$ cat config.mk
export PLATFORM = sky130hd
export DESIGN_NAME = nested_tlv_deframer_unit_flat
export DESIGN_NICKNAME = d
export VERILOG_FILES = /design/src/ntd_pkg.sv /design/src/ntd_channels.sv /design/src/nested_tlv_deframer_unit.sv /design/src/ntd_csr.sv /design/src/ntd_stack_cell.sv /design/src/ntd_out_skid.sv /design/src/flat_wrapper.sv
export SDC_FILE = /design/constraint.sdc
export NUM_CORES = 1
export LEC_CHECK = 0
export BUFFER_PORTS_ARGS = -buffer_cell sky130_fd_sc_hd__buf_2
export CAP_MARGIN = 20
export CORE_ASPECT_RATIO = 2
export CORE_MARGIN = 2
export CORE_UTILIZATION = 62
export DETAILED_ROUTE_END_ITERATION = 16
export PLACE_DENSITY = 0.81
export SETUP_SLACK_MARGIN = 0.4
export SLEW_MARGIN = 20
export SYNTH_ARGS = -nofsm -noshare
export SYNTH_HDL_FRONTEND = slang
export SYNTH_SLANG_ARGS = --single-unit
$ cat constraint.sdc
create_clock -name clock -period 12.2 [get_ports clock]
set_input_delay 0 -clock clock [delete_from_list [all_inputs] [get_ports clock]]
set_output_delay 0 -clock clock [all_outputs]
set_load 0.01 [all_outputs]
$ cat src/ntd_pkg.sv
package ntd_pkg;

   // Stack geometry and field widths.
   localparam int MAX_DEPTH = 8;
   localparam int WORD_W    = 16;
   localparam int DEPTH_W   = 4;
   localparam int KIND_W    = 3;
   localparam int PHASE_W   = 3;

   // Configuration port geometry.
   localparam int CSR_DATA_W = 32;
   localparam int CSR_ADDR_W = 3;

   // Register indexes, taken from the word address.
   localparam logic REG_NESTED_TYPE = 1'b0;
   localparam logic REG_BIG_ENDIAN  = 1'b1;

   // Result kinds.
   localparam logic [KIND_W-1:0] KIND_RECORD     = 3'd0;
   localparam logic [KIND_W-1:0] KIND_RECORD_END = 3'd1;
   localparam logic [KIND_W-1:0] KIND_CLEAN_END  = 3'd2;
   localparam logic [KIND_W-1:0] KIND_TRUNCATED  = 3'd3;
   localparam logic [KIND_W-1:0] KIND_NEST_ERROR = 3'd4;

   // Parser phases: four header bytes, then the body of a plain value.
   localparam logic [PHASE_W-1:0] PH_TYPE_0 = 3'd0;
   localparam logic [PHASE_W-1:0] PH_LEN_1  = 3'd3;
   localparam logic [PHASE_W-1:0] PH_VALUE  = 3'd4;

   // Configuration register values.
   typedef struct packed {
      logic [WORD_W-1:0] nested_type;
      logic              big_endian;
   } cfg_type;

   // Control broadcast to every stack cell.
   typedef struct packed {
      logic              clear;
      logic              push;
      logic              pop;
      logic [WORD_W-1:0] offset;
      logic [WORD_W-1:0] push_end;
   } cell_ctl_type;

   // Status returned by each stack cell.
   typedef struct packed {
      logic              occ;
      logic              occ_next;
      logic              hit;
      logic              top;
      logic [WORD_W-1:0] top_end;
   } cell_stat_type;

   // One result beat.
   typedef struct packed {
      logic [KIND_W-1:0]  kind;
      logic [WORD_W-1:0]  record_type;
      logic [WORD_W-1:0]  record_length;
      logic [WORD_W-1:0]  value_offset;
      logic [DEPTH_W-1:0] nest_depth;
   } rsp_beat_type;

endpackage

$ cat src/ntd_channels.sv
// Input channel: one buffer byte per beat.
interface ntd_req_if;
   logic       valid;
   logic       ready;
   logic [7:0] data_byte;
   logic       last_byte;

   modport source (output valid, output data_byte, output last_byte, input ready);
   modport sink   (input valid, input data_byte, input last_byte, output ready);
endinterface

// Result channel: one reported record or buffer status per beat.
interface ntd_rsp_if;
   logic                         valid;
   logic                         ready;
   logic [ntd_pkg::KIND_W-1:0]   kind;
   logic [ntd_pkg::WORD_W-1:0]   record_type;
   logic [ntd_pkg::WORD_W-1:0]   record_length;
   logic [ntd_pkg::WORD_W-1:0]   value_offset;
   logic [ntd_pkg::DEPTH_W-1:0]  nest_depth;

   modport source (output valid, output kind, output record_type, output record_length,
                   output value_offset, output nest_depth, input ready);
   modport sink   (input valid, input kind, input record_type, input record_length,
                   input value_offset, input nest_depth, output ready);
endinterface

$ cat src/nested_tlv_deframer_unit.sv
// Record deframer for byte streams. It takes one buffer byte per cycle while the input is not
// stalled, and reports each record header (type, length, value offset, nesting depth) decoded
// at its last header byte; buffer end status and errors come out the same way. Open nested values
// are held in a row of MAX_DEPTH stack cells that each compare their end offset against the
// current offset in parallel, so every level closing on a byte is popped in that byte's
// cycle. Results pass through an output register and a one-beat skid stage; the input stalls
// only while the skid stage holds a beat. Configuration registers: nested_type at byte
// address 0 (reset 0xFFFF) and big_endian at byte address 4 (reset 0, little-endian).
module nested_tlv_deframer_unit (
   input  logic                              clock,
   input  logic                              reset,
   ntd_req_if.sink                           req_chan,
   ntd_rsp_if.source                         rsp_chan,
   input  logic                              psel,
   input  logic                              penable,
   input  logic                              pwrite,
   input  logic [ntd_pkg::CSR_ADDR_W-1:0]    paddr,
   input  logic [ntd_pkg::CSR_DATA_W-1:0]    pwdata,
   output logic [ntd_pkg::CSR_DATA_W-1:0]    prdata,
   output logic                              pready
);

   localparam int N = ntd_pkg::MAX_DEPTH;

   ntd_pkg::cfg_type       cfg;
   ntd_pkg::cell_ctl_type  ctl;
   ntd_pkg::cell_stat_type stat [N];
   ntd_pkg::rsp_beat_type  beat;
   logic                   beat_valid;
   logic                   space;
   logic                   accept;

   logic [ntd_pkg::PHASE_W-1:0] phase_ff, phase_in;
   logic [ntd_pkg::WORD_W-1:0]  type_hold_ff, type_hold_in;
   logic [ntd_pkg::WORD_W-1:0]  len_hold_ff, len_hold_in;
   logic [ntd_pkg::WORD_W-1:0]  offset_ff, offset_in;
   logic [ntd_pkg::WORD_W-1:0]  vleft_ff, vleft_in;
   logic                        err_ff, err_in;

   logic [ntd_pkg::PHASE_W-1:0] phase_n;
   logic [ntd_pkg::WORD_W-1:0]  type_n, len_n, off_n, vleft_n, remain, top_end;
   logic [N-1:0]                occ, occ_next, top_hit;
   logic [ntd_pkg::DEPTH_W-1:0] level_now, level_next;
   logic in_header, hdr_done, hi_byte, len_err, nest, full_err, push, plain;
   logic pop_err, err, rec, clean;

   ntd_csr u_csr (
      .clock   (clock),
      .reset   (reset),
      .psel    (psel),
      .penable (penable),
      .pwrite  (pwrite),
      .paddr   (paddr),
      .pwdata  (pwdata),
      .prdata  (prdata),
      .pready  (pready),
      .cfg     (cfg)
   );

   // Row of stack cells, bottom level in cell 0.
   for (genvar k = 0; k < N; k++) begin : g_cell
      logic below, above;
      if (k == 0) begin : g_bot
         assign below = 1'b1;
      end else begin : g_mid_b
         assign below = stat[k-1].occ;
      end
      if (k == N - 1) begin : g_top
         assign above = 1'b0;
      end else begin : g_mid_a
         assign above = stat[k+1].occ;
      end
      ntd_stack_cell u_cell (
         .clock     (clock),
         .reset     (reset),
         .ctl       (ctl),
         .occ_below (below),
         .occ_above (above),
         .stat      (stat[k])
      );
   end

   // Gather cell status.
   always_comb begin
      top_end = '0;
      for (int k = 0; k < N; k++) begin
         occ[k]      = stat[k].occ;
         occ_next[k] = stat[k].occ_next;
         top_hit[k]  = stat[k].top & stat[k].hit;
         top_end     = top_end | stat[k].top_end;
      end
      level_now  = ntd_pkg::DEPTH_W'($countones(occ));
      level_next = ntd_pkg::DEPTH_W'($countones(occ_next));
   end

   assign accept = req_chan.valid & req_chan.ready;
   assign req_chan.ready = space;

   // Header assembly and record decisions for the byte at the input.
   always_comb begin
      off_n     = offset_ff + 16'd1;
      in_header = (phase_ff != ntd_pkg::PH_VALUE);
      hdr_done  = (phase_ff == ntd_pkg::PH_LEN_1);
      // Bit 0 of the phase picks the second byte of a field, bit 1 the length field.
      hi_byte   = phase_ff[0] ^ cfg.big_endian;
      type_n    = type_hold_ff;
      len_n     = len_hold_ff;
      if (in_header && !phase_ff[1]) begin
         if (hi_byte) type_n[15:8] = req_chan.data_byte;
         else         type_n[7:0]  = req_chan.data_byte;
      end
      if (in_header && phase_ff[1]) begin
         if (hi_byte) len_n[15:8] = req_chan.data_byte;
         else         len_n[7:0]  = req_chan.data_byte;
      end

      remain   = top_end - off_n;
      len_err  = hdr_done & occ[0] & (len_n > remain);
      nest     = hdr_done & ~len_err & (type_n == cfg.nested_type) & (len_n != '0);
      full_err = nest & occ[N-1];
      push     = nest & ~occ[N-1];
      plain    = hdr_done & ~len_err & ~nest;
      rec      = push | plain;

      vleft_n = vleft_ff;
      if (in_header) begin
         phase_n = phase_ff + 3'd1;
         if (push) begin
            phase_n = ntd_pkg::PH_TYPE_0;
         end else if (plain) begin
            vleft_n = len_n;
            phase_n = (len_n != '0) ? ntd_pkg::PH_VALUE : ntd_pkg::PH_TYPE_0;
         end
      end else begin
         vleft_n = vleft_ff - 16'd1;
         phase_n = (vleft_n == '0) ? ntd_pkg::PH_TYPE_0 : ntd_pkg::PH_VALUE;
      end

      // A level that closes inside a header or a value body is an overrun.
      pop_err = ~len_err & ~full_err & (|top_hit) & (phase_n != ntd_pkg::PH_TYPE_0);
      err     = len_err | full_err | pop_err;
      clean   = (phase_n == ntd_pkg::PH_TYPE_0) & ~occ_next[0];
   end

   // Stack control: push and pop only on an accepted byte of a live buffer, clear on the last byte.
   always_comb begin
      ctl.clear    = accept & req_chan.last_byte;
      ctl.push     = accept & ~err_ff & push;
      ctl.pop      = accept & ~err_ff & ~err;
      ctl.offset   = off_n;
      ctl.push_end = off_n + len_n;
   end

   // Result selection.
   always_comb begin
      beat.kind          = ntd_pkg::KIND_RECORD;
      beat.record_type   = type_n;
      beat.record_length = len_n;
      beat.value_offset  = off_n;
      beat.nest_depth    = level_now;
      beat_valid         = 1'b0;
      if (accept && !err_ff) begin
         if (err) begin
            beat.kind  = ntd_pkg::KIND_NEST_ERROR;
            beat_valid = 1'b1;
         end else if (req_chan.last_byte) begin
            beat_valid = 1'b1;
            if (clean && rec) begin
               beat.kind = ntd_pkg::KIND_RECORD_END;
            end else begin
               beat.kind          = clean ? ntd_pkg::KIND_CLEAN_END : ntd_pkg::KIND_TRUNCATED;
               beat.record_type   = '0;
               beat.record_length = '0;
               beat.nest_depth    = clean ? '0 : level_next;
            end
         end else begin
            beat_valid = rec;
         end
      end
   end

   // Parser state update; the last byte returns the buffer state to reset.
   always_comb begin
      phase_in     = phase_ff;
      type_hold_in = type_hold_ff;
      len_hold_in  = len_hold_ff;
      offset_in    = offset_ff;
      vleft_in     = vleft_ff;
      err_in       = err_ff;
      if (accept) begin
         if (req_chan.last_byte) begin
            phase_in     = ntd_pkg::PH_TYPE_0;
            type_hold_in = '0;
            len_hold_in  = '0;
            offset_in    = '0;
            vleft_in     = '0;
            err_in       = 1'b0;
         end else if (!err_ff) begin
            phase_in     = phase_n;
            type_hold_in = type_n;
            len_hold_in  = len_n;
            offset_in    = off_n;
            vleft_in     = vleft_n;
            err_in       = err;
         end
      end
   end

   always_ff @(posedge clock) begin
      if (reset) begin
         phase_ff     <= ntd_pkg::PH_TYPE_0;
         type_hold_ff <= '0;
         len_hold_ff  <= '0;
         offset_ff    <= '0;
         vleft_ff     <= '0;
         err_ff       <= 1'b0;
      end else begin
         phase_ff     <= phase_in;
         type_hold_ff <= type_hold_in;
         len_hold_ff  <= len_hold_in;
         offset_ff    <= offset_in;
         vleft_ff     <= vleft_in;
         err_ff       <= err_in;
      end
   end

   ntd_out_skid u_out (
      .clock      (clock),
      .reset      (reset),
      .beat_valid (beat_valid),
      .beat       (beat),
      .space      (space),
      .rsp        (rsp_chan)
   );

endmodule

$ cat src/ntd_csr.sv
module ntd_csr (
   input  logic                              clock,
   input  logic                              reset,
   input  logic                              psel,
   input  logic                              penable,
   input  logic                              pwrite,
   input  logic [ntd_pkg::CSR_ADDR_W-1:0]    paddr,
   input  logic [ntd_pkg::CSR_DATA_W-1:0]    pwdata,
   output logic [ntd_pkg::CSR_DATA_W-1:0]    prdata,
   output logic                              pready,
   output ntd_pkg::cfg_type                  cfg
);

   logic [ntd_pkg::WORD_W-1:0] nested_type_ff, nested_type_in;
   logic                       big_endian_ff, big_endian_in;
   logic                       wr_en;
   logic                       reg_idx;

   assign pready  = 1'b1;
   assign reg_idx = paddr[2];
   assign wr_en   = psel & penable & pwrite;

   // Register writes in the access cycle.
   always_comb begin
      nested_type_in = nested_type_ff;
      big_endian_in  = big_endian_ff;
      if (wr_en) begin
         case (reg_idx)
            ntd_pkg::REG_NESTED_TYPE: nested_type_in = pwdata[ntd_pkg::WORD_W-1:0];
            ntd_pkg::REG_BIG_ENDIAN:  big_endian_in  = pwdata[0];
            default: ;
         endcase
      end
   end

   always_ff @(posedge clock) begin
      if (reset) begin
         nested_type_ff <= '1;
         big_endian_ff  <= 1'b0;
      end else begin
         nested_type_ff <= nested_type_in;
         big_endian_ff  <= big_endian_in;
      end
   end

   // Read data follows the address.
   always_comb begin
      prdata = '0;
      case (reg_idx)
         ntd_pkg::REG_NESTED_TYPE: prdata[ntd_pkg::WORD_W-1:0] = nested_type_ff;
         ntd_pkg::REG_BIG_ENDIAN:  prdata[0] = big_endian_ff;
         default: ;
      endcase
   end

   assign cfg.nested_type = nested_type_ff;
   assign cfg.big_endian  = big_endian_ff;

endmodule

$ cat src/ntd_stack_cell.sv
module ntd_stack_cell (
   input  logic                    clock,
   input  logic                    reset,
   input  ntd_pkg::cell_ctl_type   ctl,
   input  logic                    occ_below,
   input  logic                    occ_above,
   output ntd_pkg::cell_stat_type  stat
);

   logic                       occ_ff, occ_in;
   logic [ntd_pkg::WORD_W-1:0] end_ff, end_in;
   logic                       hit;
   logic                       push_here;
   logic                       occ_keep;

   // This cell is the free slot just above the occupied run.
   assign push_here = ctl.push & ~occ_ff & occ_below;
   assign hit       = occ_ff & (end_ff == ctl.offset);

   // Push fills the free slot, pop drops every level whose value ends here.
   always_comb begin
      occ_keep = occ_ff;
      if (push_here) begin
         occ_keep = 1'b1;
      end else if (ctl.pop && hit) begin
         occ_keep = 1'b0;
      end
      occ_in = occ_keep & ~ctl.clear;
      end_in = push_here ? ctl.push_end : end_ff;
   end

   always_ff @(posedge clock) begin
      if (reset) begin
         occ_ff <= 1'b0;
      end else begin
         occ_ff <= occ_in;
      end
   end

   always_ff @(posedge clock) begin
      end_ff <= end_in;
   end

   assign stat.occ      = occ_ff;
   assign stat.occ_next = occ_keep;
   assign stat.hit      = hit;
   assign stat.top      = occ_ff & ~occ_above;
   assign stat.top_end  = (occ_ff & ~occ_above) ? end_ff : '0;

endmodule

$ cat src/ntd_out_skid.sv
module ntd_out_skid (
   input  logic                   clock,
   input  logic                   reset,
   input  logic                   beat_valid,
   input  ntd_pkg::rsp_beat_type  beat,
   output logic                   space,
   ntd_rsp_if.source              rsp
);

   logic                  out_valid_ff, out_valid_in;
   logic                  skid_valid_ff, skid_valid_in;
   ntd_pkg::rsp_beat_type out_ff, out_in;
   ntd_pkg::rsp_beat_type skid_ff, skid_in;
   logic                  out_free;

   assign space    = ~skid_valid_ff;
   assign out_free = ~out_valid_ff | rsp.ready;

   // The output register refills from the skid first, then from a new beat.
   always_comb begin
      out_valid_in  = out_valid_ff;
      skid_valid_in = skid_valid_ff;
      out_in        = out_ff;
      skid_in       = skid_ff;
      if (out_free) begin
         if (skid_valid_ff) begin
            out_in        = skid_ff;
            out_valid_in  = 1'b1;
            skid_valid_in = 1'b0;
         end else begin
            out_in       = beat;
            out_valid_in = beat_valid;
         end
      end else if (beat_valid) begin
         skid_in       = beat;
         skid_valid_in = 1'b1;
      end
   end

   always_ff @(posedge clock) begin
      if (reset) begin
         out_valid_ff  <= 1'b0;
         skid_valid_ff <= 1'b0;
      end else begin
         out_valid_ff  <= out_valid_in;
         skid_valid_ff <= skid_valid_in;
      end
   end

   always_ff @(posedge clock) begin
      out_ff  <= out_in;
      skid_ff <= skid_in;
   end

   assign rsp.valid         = out_valid_ff;
   assign rsp.kind          = out_ff.kind;
   assign rsp.record_type   = out_ff.record_type;
   assign rsp.record_length = out_ff.record_length;
   assign rsp.value_offset  = out_ff.value_offset;
   assign rsp.nest_depth    = out_ff.nest_depth;

endmodule

$ cat src/flat_wrapper.sv
// flat-port wrapper written by rule: the top's interface ports become plain ports
module nested_tlv_deframer_unit_flat 
  (clock, reset, psel, penable, pwrite, paddr, pwdata, prdata, pready, req_chan_valid, req_chan_data_byte, req_chan_last_byte, req_chan_ready, rsp_chan_valid, rsp_chan_kind, rsp_chan_record_type, rsp_chan_record_length, rsp_chan_value_offset, rsp_chan_nest_depth, rsp_chan_ready);
  ntd_req_if req_chan_i ();
  ntd_rsp_if rsp_chan_i ();
  input  logic clock;
  input  logic reset;
  input  logic psel;
  input  logic penable;
  input  logic pwrite;
  input  logic [ntd_pkg::CSR_ADDR_W-1:0] paddr;
  input  logic [ntd_pkg::CSR_DATA_W-1:0] pwdata;
  output logic [ntd_pkg::CSR_DATA_W-1:0] prdata;
  output logic pready;
  input wire logic [$bits(req_chan_i.valid)-1:0] req_chan_valid;
  input wire logic [$bits(req_chan_i.data_byte)-1:0] req_chan_data_byte;
  input wire logic [$bits(req_chan_i.last_byte)-1:0] req_chan_last_byte;
  output wire logic [$bits(req_chan_i.ready)-1:0] req_chan_ready;
  output wire logic [$bits(rsp_chan_i.valid)-1:0] rsp_chan_valid;
  output wire logic [$bits(rsp_chan_i.kind)-1:0] rsp_chan_kind;
  output wire logic [$bits(rsp_chan_i.record_type)-1:0] rsp_chan_record_type;
  output wire logic [$bits(rsp_chan_i.record_length)-1:0] rsp_chan_record_length;
  output wire logic [$bits(rsp_chan_i.value_offset)-1:0] rsp_chan_value_offset;
  output wire logic [$bits(rsp_chan_i.nest_depth)-1:0] rsp_chan_nest_depth;
  input wire logic [$bits(rsp_chan_i.ready)-1:0] rsp_chan_ready;
  assign req_chan_i.valid = req_chan_valid;
  assign req_chan_i.data_byte = req_chan_data_byte;
  assign req_chan_i.last_byte = req_chan_last_byte;
  assign req_chan_ready = req_chan_i.ready;
  assign rsp_chan_valid = rsp_chan_i.valid;
  assign rsp_chan_kind = rsp_chan_i.kind;
  assign rsp_chan_record_type = rsp_chan_i.record_type;
  assign rsp_chan_record_length = rsp_chan_i.record_length;
  assign rsp_chan_value_offset = rsp_chan_i.value_offset;
  assign rsp_chan_nest_depth = rsp_chan_i.nest_depth;
  assign rsp_chan_i.ready = rsp_chan_ready;
  nested_tlv_deframer_unit u_core (.clock(clock), .reset(reset), .req_chan(req_chan_i), .rsp_chan(rsp_chan_i), .psel(psel), .penable(penable), .pwrite(pwrite), .paddr(paddr), .pwdata(pwdata), .prdata(prdata), .pready(pready));
endmodule
==> impl_metrics.yaml, run 1 <==
setup_path:
  critPathMaxStageDelay_ns: 0.85
  required_ns: 12.64
  end_kind: "flop"
  crit_family: "compound AO/OA/AOI/OAI gates"
  start_kind: "flop"
  crit_fanout: 17
  cp_data_arrival_time_ns: 11.15
  r2r-start: "u_core.offset_ff[0]"
  slowest_stage: "dfxtp_1"
  cp_num_buf_inv: 5
  worstSetupStartpoint: "u_core.offset_ff[0]"
  path_class: "flop to flop"
clock_tree:
  htree_levels: 1
  hold_buffers: 31
  cts-root-buf: "clkbuf_16"
  tritoncts: "done"
  cts_made_buffers: 31
  clk_latency_ns: 0.60
  cts_setup_buffers: 0
  clock_path_buffers: 3
  cts_sinks: 333
  clkTransAtPathRegs_ns: 0.07
  post_cts_resized: 0
die:
  initial_core_util: 0.6302
  num_rows: 94
  ioPinCount: 141
  die_height_microns: 262.7
  core_sq_um: 32930
  die_w_microns: 133.4
  die_area_sq_um: 35040
yosys:
  synth_enable_flop_cells: 238
  synthSimpleGateAreaFrac: 0.1643
  synth_adder_area_share: 0.05125
  netlist_area_sq_um: 20750
  yosysSeqAreaShare: 0.4360
  syn_area_per_cell_sq_um: 9.920
  synthMuxAreaShare: 0.02792
  post_synth_xor_area_fraction: 0.09068
  synthArstFlopShare: 0
  yosysWarnings: 0
  synthCells: 2092
  synth-seq-cells: 333
  synth_cell_type_count: 93
  synth_top_family_by_area: "compound AO/OA/AOI/OAI gates"
  synth_compound_area_frac: 0.1777
  synthFlopType: "edfxtp_1"
power_and_ir_drop:
  leakage_nw: 9.249
  irDropWorstVdd_v: 0.0001196
  power_density_nw_per_um2: 106.0
global_route:
  grt_antenna_before_repair: 0
  track_usage: 0.4249
  grt_pass1_wl_microns: 110700
  overflow: 0
  grt_max_degree: 72
  grt_pass1_vias: 18190
finish:
  diodes: 0
  final_nets: 2302
  syn_to_final_growth_pct: 10.91
  final_common_cell: "edfxtp_1"
  final_cells: 2629
  drive_above_1_share: 0.1238
  mostFrequentLayoutCells: "edfxtp_1, nor2_1, nand2_1"
drt:
  wl_microns: 75950
  wl_per_cell_microns: 28.89
  drtAntennaViolNets: 0
  dr.pass1.iters: 7
  viasPerCell: 7.013
  drt_iter0_markers: 2386
  num_vias: 18440
  drc_errors: 0
timing:
  hold_viol: 0
  fin_tns_setup_ns: 0
  period_needed_ns: 10.72
  fmax_mhz: 93.31
  skew_ns: 0.02707
  grt_setup_unrepaired: "false"
  hold_slack_ns: 0.08646
  slew_violations: 0
  worstMarginPinSlew_ns: 1.241
  fin_crit_sh: 0.8784
  maxSlewHeadroom: 0.1510
  setup_viol: 0
place:
  place_hpwl_microns: 54420
  place_inst: 2540
  portBuffers: 105
  gp_congestion: 1.029
job:
  drv_cap: 0
min_path:
  hold_class: "input pin to flop"
  holdCritStartpoint: "penable"
run_status:
  status: "completed"
[state kept, by name (all words and copies together) (netlist names)]
register                        flops
u_core.g_cell.u_cell.end_ff       128
u_core.err_ff                       1
u_core.u_csr.big_endian_ff          1
u_core.u_out.rsp.value_offset      16
u_core.vleft_ff                    16
u_core.offset_ff                   16
u_core.u_out.rsp.valid              1
u_core.u_out.rsp.kind               3
u_core.type_hold_ff                16
u_core.u_out.skid_valid_ff          1
u_core.u_out.skid_ff               55
u_core.g_cell.u_cell.occ_ff         8
u_core.len_hold_ff                 16
u_core.u_csr.nested_type_ff        16
u_core.phase_ff                     3
u_core.u_out.rsp.record_length     16
u_core.u_out.rsp.record_type       16
u_core.u_out.rsp.nest_depth         4
[worst min-delay path, cell delays in order]
cell	delay [ns]
buf_2	0.11
nand3_1	0.16
nor2_4	0.17
nor2_1	0.12
a211o_1	0.10
[metal layers]
metal	up-vias	part of all wire	track usage	routed length (microns)
met5	-	0	0	0
met4	0	0.11	0.3821	8660
met3	444	0.088	0.06848	6698
met2	1284	0.49	0.7406	37520
met1	8748	0.30	0.4286	23070
li1	7960	-	-	-
[report_power, final]
group | leakage, nW | switching, mW | internal, mW
Clock | 0.534 | 0.460 | 0.586
Sequential | 3.12 | 0.00981 | 1.22
Combinational | 5.59 | 0.107 | 0.0552
[worst paths after layout]
| kind | to | slack (ns) | cells past startpoint |
|---|---|---|---|
| worst max-delay path | u_core.u_out.rsp.nest_depth[2] | 1.48 | 35 |
| worst min-delay path | u_core.u_csr.nested_type_ff[1] | 0.09 | 5 |
| worst max register to register | u_core.u_out.rsp.nest_depth[2] | 1.48 | 35 |
| worst min register to register | u_core.vleft_ff[13] | 0.50 | 2 |
[kinds of logic (layout without fill, tap and decap cells)]
group / count (synthesis) / after routing
simple gates: 678 / 678
compound gates: 513 / 513
flops: 333 / 333
buf+inv: 259 / 349
xor+xnor: 173 / 173
fa+ha+maj: 79 / 79
mux: 55 / 55
other cells: 2 / 17
[synthesized netlist by cell type (10+ instances only)]
library cell | count | area, sq um
a2111oi_0 | 14 | 122.6
a211o_1 | 24 | 210.2
a211oi_1 | 10 | 75.07
a21o_1 | 13 | 97.59
a21oi_1 | 97 | 485.5
a222oi_1 | 33 | 330.3
a22oi_1 | 52 | 390.4
a31oi_1 | 16 | 100.1
and3_1 | 15 | 93.84
buf_1 | 13 | 48.80
buf_2 | 13 | 65.06
buf_4 | 21 | 157.7
clkbuf_1 | 102 | 382.9
dfxtp_1 | 95 | 1902
edfxtp_1 | 238 | 7147
fa_1 | 10 | 200.2
ha_1 | 69 | 863.3
inv_1 | 106 | 397.9
mux2_2 | 23 | 259.0
mux2i_1 | 32 | 320.3
nand2_1 | 153 | 574.3
nand2b_1 | 24 | 150.1
nand3_1 | 73 | 365.4
nand4_1 | 29 | 181.4
nor2_1 | 201 | 754.5
nor2b_1 | 27 | 168.9
nor3_1 | 36 | 180.2
nor4_1 | 27 | 168.9
nor4b_1 | 10 | 87.58
o2111ai_1 | 16 | 140.1
o211ai_1 | 14 | 105.1
o21ai_0 | 72 | 360.4
o22ai_1 | 16 | 100.1
o31ai_1 | 48 | 360.4
or3_1 | 14 | 87.58
or4_1 | 17 | 127.6
xnor2_1 | 94 | 823.3
xnor3_1 | 25 | 563.0
xor2_1 | 52 | 455.4
[layout make-up]
type / instances / area [sq um]
multi-input cells: 1515 / 10750
fillers: 2458 / 9916
flip-flops and latches: 333 / 9050
repair buffers: 182 / 1181
clock buffers: 37 / 849.6
well taps: 432 / 540.5
inverters: 109 / 409.1
clock inverters: 21 / 237.7
[stage by stage]
step                      total power [mW]  utilization  area (sq um)  worst slack [ns]
after CTS                            2.430       0.6984         23000             1.722
after global placement               1.399       0.6559         21600             2.065
after detailed placement             1.403       0.6559         21600             1.840
final                                2.439       0.6989         23020             1.483
after floorplan                      1.354            -         20810             3.577
after global routing                 2.486       0.6989         23020             1.029
Power figures use the tool's default switching activity.
==> inputs of run 2 (changes only) <==
--- a/config.mk
+++ b/config.mk
@@ -9,11 +9,12 @@
 export CAP_MARGIN = 20
 export CORE_ASPECT_RATIO = 2
 export CORE_MARGIN = 2
-export CORE_UTILIZATION = 62
+export CORE_UTILIZATION = 61
 export DETAILED_ROUTE_END_ITERATION = 16
 export PLACE_DENSITY = 0.81
 export SETUP_SLACK_MARGIN = 0.4
 export SLEW_MARGIN = 20
 export SYNTH_ARGS = -nofsm -noshare
 export SYNTH_HDL_FRONTEND = slang
+export SYNTH_HIERARCHICAL = 1
 export SYNTH_SLANG_ARGS = --single-unit
==> run 2 against run 1 <==
- fmax fell by 3.1%
- sequential power is essentially flat
- die area decreased by 6.3%
- non-clock buffer count shrank 10
- clock skew down 0.013 ns
- worst hold slack gained 0.061 ns
- power down 5.5%
- register-to-register slack got worse by 0.34 ns
- count of clock-buffer cells in the layout decreased by 1
- critical path type unchanged
- critical endpoint is now u_core/u_out/rsp.nest_depth[2]
- largest power group unchanged
- highest routed layer is now met5
==> impl_metrics.yaml, run 2 <==
finish:
  largest_register_ffs: 128
  final_nets: 2084
  fin_area_sq_um: 21150
  mostFrequentLayoutCells: "edfxtp_1, nor2_1, and2_1"
  drive_above_1_share: 0.1430
  final_cells: 2405
  top_register: "u_core/g_cell.u_cell/end_ff"
  multi_input_area_sq_um: 9091
  final_common_cell: "edfxtp_1"
  seq_area_sq_um: 9050
  syn_to_final_growth_pct: 10.72
  n_fill_cell: 2263
  reg_top3: "u_core/g_cell.u_cell/end_ff: 128 flops, u_core/u_out/skid_ff: 55 flops"
yosys:
  yosysTopAreaCell: "edfxtp_1"
  netlist_area_sq_um: 19100
  synth_cell_type_count: 78
  synth_commonest_cells: "edfxtp_1, nor2_1, and2_1, inv_1, xnor2_1"
  synthFlopType: "edfxtp_1"
  syn_area_per_cell_sq_um: 10.33
  synth_enable_flop_cells: 238
  yosysMostFrequentCell: "edfxtp_1"
  yosysSeqAreaShare: 0.4738
  synth_compound_area_frac: 0.1054
  synthMuxAreaShare: 0.05693
  synthCells: 1849
  synth-seq-cells: 333
  synthArstFlopShare: 0
  yosys.area.top_type_share: 0.3742
  yosysWarnings: 6
  synth_area_leaders: "edfxtp_1, dfxtp_1, xnor2_1, and2_1, ha_1"
  synth_top_family_by_area: "simple AND/OR/NAND/NOR gates"
  synth_adder_area_share: 0.04913
  synthSimpleGateAreaFrac: 0.1900
  post_synth_xor_area_fraction: 0.06872
drt:
  num_vias: 14700
  drt_iter0_markers: 1074
  viasPerCell: 6.113
  wl_per_cell_microns: 24.05
  drc_errors: 0
  dr.pass1.iters: 6
  wl_microns: 57840
  drtAntennaViolNets: 0
clock_tree:
  cts_sinks: 333
  tritoncts: "done"
  clkTransAtPathRegs_ns: 0.07
  htree_levels: 1
  cts_made_buffers: 29
  post_cts_resized: 0
  cts-root-buf: "clkbuf_16"
  cts_setup_buffers: 0
  clock_path_buffers: 3
  clk_latency_ns: 0.58
  hold_buffers: 27
power_and_ir_drop:
  power_switching_uw: 518.3
  seqPwrFrac: 0.533
  leakage_nw: 8.395
  p_int_mw: 1.786
  combPwrFrac: 0.067
  irDropWorstVdd_v: 0.0001185
  power_density_nw_per_um2: 109.0
  switching_share: 0.2249
  power_frac_clock: 0.400
die:
  initial_core_util: 0.6190
  die_w_microns: 129.1
  die_area_sq_um: 32830
  core_sq_um: 30860
  ioPinCount: 141
  die_height_microns: 254.2
  num_rows: 91
global_route:
  grt_pass1_vias: 14740
  met3_usage: 0.06419
  busiest_layer: "met2"
  met2_usage: 0.6319
  track_usage: 0.3511
  overflow: 0
  grt_max_degree: 105
  grt_antenna_before_repair: 2
  grt_pass1_wl_microns: 84580
  met1_usage: 0.3124
setup_path:
  cp_num_buf_inv: 5
  path_class: "flop to flop"
  worstSetupStartpoint: "u_core/g_cell[0].u_cell/occ_ff"
  critPathMaxStageDelay_ns: 0.67
  r2r_end: "u_core/u_out/rsp.nest_depth[2]"
  crit_fanout: 17
  r2r-start: "u_core/g_cell[0].u_cell/occ_ff"
  start_kind: "flop"
  cp_common_cell: "fa_1"
  regToRegSetupSlack_ns: 1.15
  crit_family: "simple AND/OR/NAND/NOR gates"
  required_ns: 12.53
  slowest_stage: "nor3_1"
  r2r_cells: 43
  end_kind: "flop"
  cp_data_arrival_time_ns: 11.38
  cp.depth: 43
  endpoint: "u_core/u_out/rsp.nest_depth[2]"
place:
  place_hpwl_microns: 42600
  portBuffers: 105
  place_area_sq_um: 19920
  gp_congestion: 1.036
  place_inst: 2324
timing:
  grt_setup_unrepaired: "false"
  fin_tns_setup_ns: 0
  setup_viol: 0
  hold_viol: 0
  maxSlewHeadroom: 0.2507
  period_needed_ns: 11.05
  fmax_mhz: 90.46
  skew_ns: 0.01456
  fin_crit_sh: 0.9061
  worstMarginPinSlew_ns: 1.112
  slew_violations: 0
min_path:
  hold_class: "input pin to flop"
job:
  drv_cap: 0
run_status:
  status: "completed"
==> run 2: cell count changes after synthesis, sizes merged, moves of 34 or more <==
cell	before	now
mux2	23	57
and2	8	143
nand2	154	106
clkbuf	102	48
nand3	73	27
o31ai	49	6
==> run 2: cell families after synthesis <==
family          Yosys count
mux                      91
fa+ha+maj                69
xor+xnor                149
compound gates          297
buf+inv                 222
simple gates            684
flops                   333
other cells               4
==> run 2: area by class of cell <==
class                           count  area share
Antenna cell                        1   0.0001183
Clock buffer                       36     0.03651
Clock inverter                     17    0.007869
Inverter                          118     0.02095
Multi-Input combinational cell   1310      0.4299
Sequential cell                   333      0.4280
Tap cell                          418     0.02473
Timing Repair Buffer              172     0.05195
==> run 2: power groups by stage <==
stage / logic (mW) / registers, mW / clock network (mW)
2_1_floorplan: 0.0875 / 1.26 / 0
3_3_place_gp: 0.139 / 1.25 / 0
3_5_place_dp: 0.142 / 1.25 / 0
4_1_cts: 0.150 / 1.23 / 0.937
5_1_grt: 0.164 / 1.23 / 0.971
6_report: 0.154 / 1.23 / 0.922
==> run 2: worst min path at each step <==
stage / from / endpoint / slack [ns] / cells after the start
CTS: req_chan_last_byte / u_core/vleft_ff[3] / 0.12 / 3
floorplan: reset / u_core/u_out/rsp.valid / 0.07 / 1
global placement: pwdata[15] / u_core/u_csr/nested_type_ff[15] / 0.26 / 3
finish: req_chan_last_byte / u_core/vleft_ff[3] / 0.15 / 3
global route: req_chan_last_byte / u_core/vleft_ff[12] / 0.20 / 3
detailed placement: pwdata[10] / u_core/u_csr/nested_type_ff[10] / 0.27 / 3
==> run 2: per-layer routing <==
layer,share of wire,vias to the layer above,wire (microns)
met2,0.51,654,29550
met5,0.00016,-,9
met1,0.31,6995,17930
li1,-,6732,-
met4,0.12,2,7078
met3,0.057,318,3271
==> run 2: metrics by stage <==
| step | utilization | power, mW | setup slack [ns] | hold WS [ns] |
|---|---|---|---|---|
| floorplan | - | 1.344 | 2.650 | 0.06907 |
| global placement | 0.6453 | 1.391 | 1.662 | 0.2605 |
| detailed placement | 0.6457 | 1.394 | 1.431 | 0.2660 |
| CTS | 0.6849 | 2.314 | 1.374 | 0.1249 |
| global route | 0.6853 | 2.364 | 0.7576 | 0.2029 |
| finish | 0.6853 | 2.304 | 1.146 | 0.1476 |
==> run 2: tightest hold or removal path: cells and delay by family <==
kind,cells,cell delay (ns)
compound gates,2,0.21
buf+inv,1,0.44
==> inputs of run 3 (changes only) <==
--- a/config.mk
+++ b/config.mk
@@ -5,15 +5,15 @@
 export SDC_FILE = /design/constraint.sdc
 export NUM_CORES = 1
 export LEC_CHECK = 0
+export ABC_AREA = 1
 export BUFFER_PORTS_ARGS = -buffer_cell sky130_fd_sc_hd__buf_2
 export CAP_MARGIN = 20
 export CORE_ASPECT_RATIO = 2
 export CORE_MARGIN = 2
-export CORE_UTILIZATION = 61
+export CORE_UTILIZATION = 62
 export DETAILED_ROUTE_END_ITERATION = 16
 export PLACE_DENSITY = 0.81
 export SETUP_SLACK_MARGIN = 0.4
-export SLEW_MARGIN = 20
 export SYNTH_ARGS = -nofsm -noshare
 export SYNTH_HDL_FRONTEND = slang
 export SYNTH_HIERARCHICAL = 1
==> run 3 against run 2 <==
- die area increased by 7.6%
- combinational power increased by 58%
- synthesized cell count increased by 55%
- first-iteration DRC count increased by 52%
- fmax increased by 0.37%
- design area increased by 9.7%
- global-route usage increased by 5.9 points
- clock skew decreased by 0.0015 ns
- power increased by 6.5%
- wire length increased by 25%
- non-clock buffer count increased by 10
- worst hold slack got worse by 0.076 ns
==> impl_metrics.yaml, run 3 <==
power_and_ir_drop:
  power_density_nw_per_um2: 105.9
  irDropWorstVdd_v: 0.0001332
  leakage_nw: 11.40
die:
  die_height_microns: 263.9
  die_w_microns: 133.9
  ioPinCount: 141
  core_sq_um: 33400
  num_rows: 95
  initial_core_util: 0.6267
  die_area_sq_um: 35340
setup_path:
  path_class: "flop to flop"
  slowest_stage: "nor4_1"
  crit_fanout: 16
  start_kind: "flop"
  required_ns: 12.54
  cp_common_cell: "nand2_1"
  cp_data_arrival_time_ns: 11.36
  crit_family: "simple AND/OR/NAND/NOR gates"
  cp_num_buf_inv: 7
  critPathMaxStageDelay_ns: 0.93
  end_kind: "flop"
timing:
  worstMarginPinSlew_ns: 1.172
  setup_viol: 0
  maxSlewHeadroom: 0.2162
  hold_slack_ns: 0.07135
  fin_tns_setup_ns: 0
  grt_setup_unrepaired: "false"
  slew_violations: 0
  hold_viol: 0
  fin_crit_sh: 0.9027
  timing.final.ws_setup_ns: 1.187
  skew_ns: 0.01302
  fmax_mhz: 90.80
  period_needed_ns: 11.01
yosys:
  netlist_area_sq_um: 20930
  synth_enable_flop_cells: 238
  synth_commonest_cells: "nand2_1, inv_1, nor2_1, edfxtp_1, a21oi_1"
  yosysSeqAreaShare: 0.4323
  syn_area_per_cell_sq_um: 7.317
  yosysMostFrequentCell: "nand2_1"
  yosysWarnings: 6
  synthFlopType: "edfxtp_1"
  synth_area_leaders: "edfxtp_1, nand2_1, dfxtp_1, inv_1, nor2_1"
  yosys.area.top_type_share: 0.3414
  yosysTopAreaCell: "edfxtp_1"
  synth_cell_type_count: 51
  synthCells: 2861
  synth-seq-cells: 333
  synthArstFlopShare: 0
drt:
  drc_errors: 0
  wl_microns: 72140
  wl_per_cell_microns: 20.89
  viasPerCell: 5.688
  drtAntennaViolNets: 0
  num_vias: 19640
  dr.pass1.iters: 6
  drt_iter0_markers: 1628
finish:
  reg_top3: "u_core/g_cell.u_cell/end_ff: 128 flops, u_core/u_out/skid_ff: 55 flops"
  fin_util: 0.6943
  largest_register_ffs: 128
  syn_to_final_growth_pct: 10.79
  final_cells: 3453
  diodes: 0
  final_common_cell: "nand2_1"
  mostFrequentLayoutCells: "nand2_1, inv_1, nor2_1"
  top_register: "u_core/g_cell.u_cell/end_ff"
  final_nets: 3114
  drive_above_1_share: 0.1008
min_path:
  hold_class: "input pin to flop"
clock_tree:
  tritoncts: "done"
  clkTransAtPathRegs_ns: 0.08
  htree_levels: 1
  hold_buffers: 49
  clock_path_buffers: 3
  cts_made_buffers: 29
  clk_latency_ns: 0.59
  cts-root-buf: "clkbuf_16"
  post_cts_resized: 0
  cts_setup_buffers: 0
  cts_sinks: 333
place:
  portBuffers: 105
  gp_congestion: 1.049
  place_inst: 3348
  place_ws_ns: 1.759
  place_hpwl_microns: 52810
global_route:
  grt_pass1_vias: 19690
  grt_pass1_wl_microns: 108500
  track_usage: 0.4105
  grt_max_degree: 61
  grt_antenna_before_repair: 0
  overflow: 0
run_status:
  status: "completed"
job:
  drv_cap: 0
-- run 3: final cells by class --
type | instances | area, sq um
Fill cell | 2638 | 10210
Timing Repair Buffer | 182 | 1244
Multi-Input combinational cell | 1946 | 9467
Sequential cell | 333 | 9050
Tap cell | 436 | 545.5
Inverter | 502 | 1892
Clock buffer | 33 | 780.7
Clock inverter | 21 | 212.7
-- run 3: cell families (layout without fill, tap and decap cells) --
logic type	after synthesis	count (layout)	share of synthesized area
and+or+nand+nor	1617	1617	0.3252
adders and majority gates	69	69	0.04483
DFF	333	333	0.4323
AOI/OAI and AO/OA	188	188	0.05182
buffers and inverters	597	738	0.1230
xor gates and xnor gates	53	53	0.02218
other	4	19	0.0007171
-- run 3: per-layer routing --
| layer | vias to the layer above | global-route usage | share of wire |
|---|---|---|---|
| met5 | - | 0 | 0 |
| met4 | 0 | 0.4658 | 0.14 |
| met3 | 508 | 0.08501 | 0.072 |
| met2 | 1099 | 0.7222 | 0.50 |
| met1 | 8874 | 0.3523 | 0.28 |
| li1 | 9160 | - | - |
-- run 3: path summary, 6_finish.rpt --
path                                        from                        endpoint  slack [ns]  cells after the start
setup reg to reg  u_core/g_cell[1].u_cell/occ_ff  u_core/u_out/rsp.nest_depth[2]        1.19                     56
hold / removal             req_chan_data_byte[3]         u_core/type_hold_ff[11]        0.07                      5
hold reg to reg          u_core/type_hold_ff[14]         u_core/type_hold_ff[14]        0.47                      2
setup / recovery  u_core/g_cell[1].u_cell/occ_ff  u_core/u_out/rsp.nest_depth[2]        1.19                     56
-- run 3: report_power, final --
part           internal [mW]  total [mW]  switching [mW]
Sequential              1.23        1.24          0.0136
Combinational         0.0756       0.244           0.169
Clock                  0.501       0.968           0.468
-- run 3: tightest hold or removal path, cell delays in order --
cell and delay (ns):
buf_2 0.08, inv_1 0.10, nand3_1 0.21, nand3_1 0.10, a21oi_1 0.12
-- run 3: stage by stage --
step | power [mW] | area (sq um)
finish | 2.455 | 23190
global route | 2.523 | 23190
CTS | 2.445 | 23160
detailed placement | 1.488 | 21670
global placement | 1.479 | 21670
floorplan | 1.416 | 20990
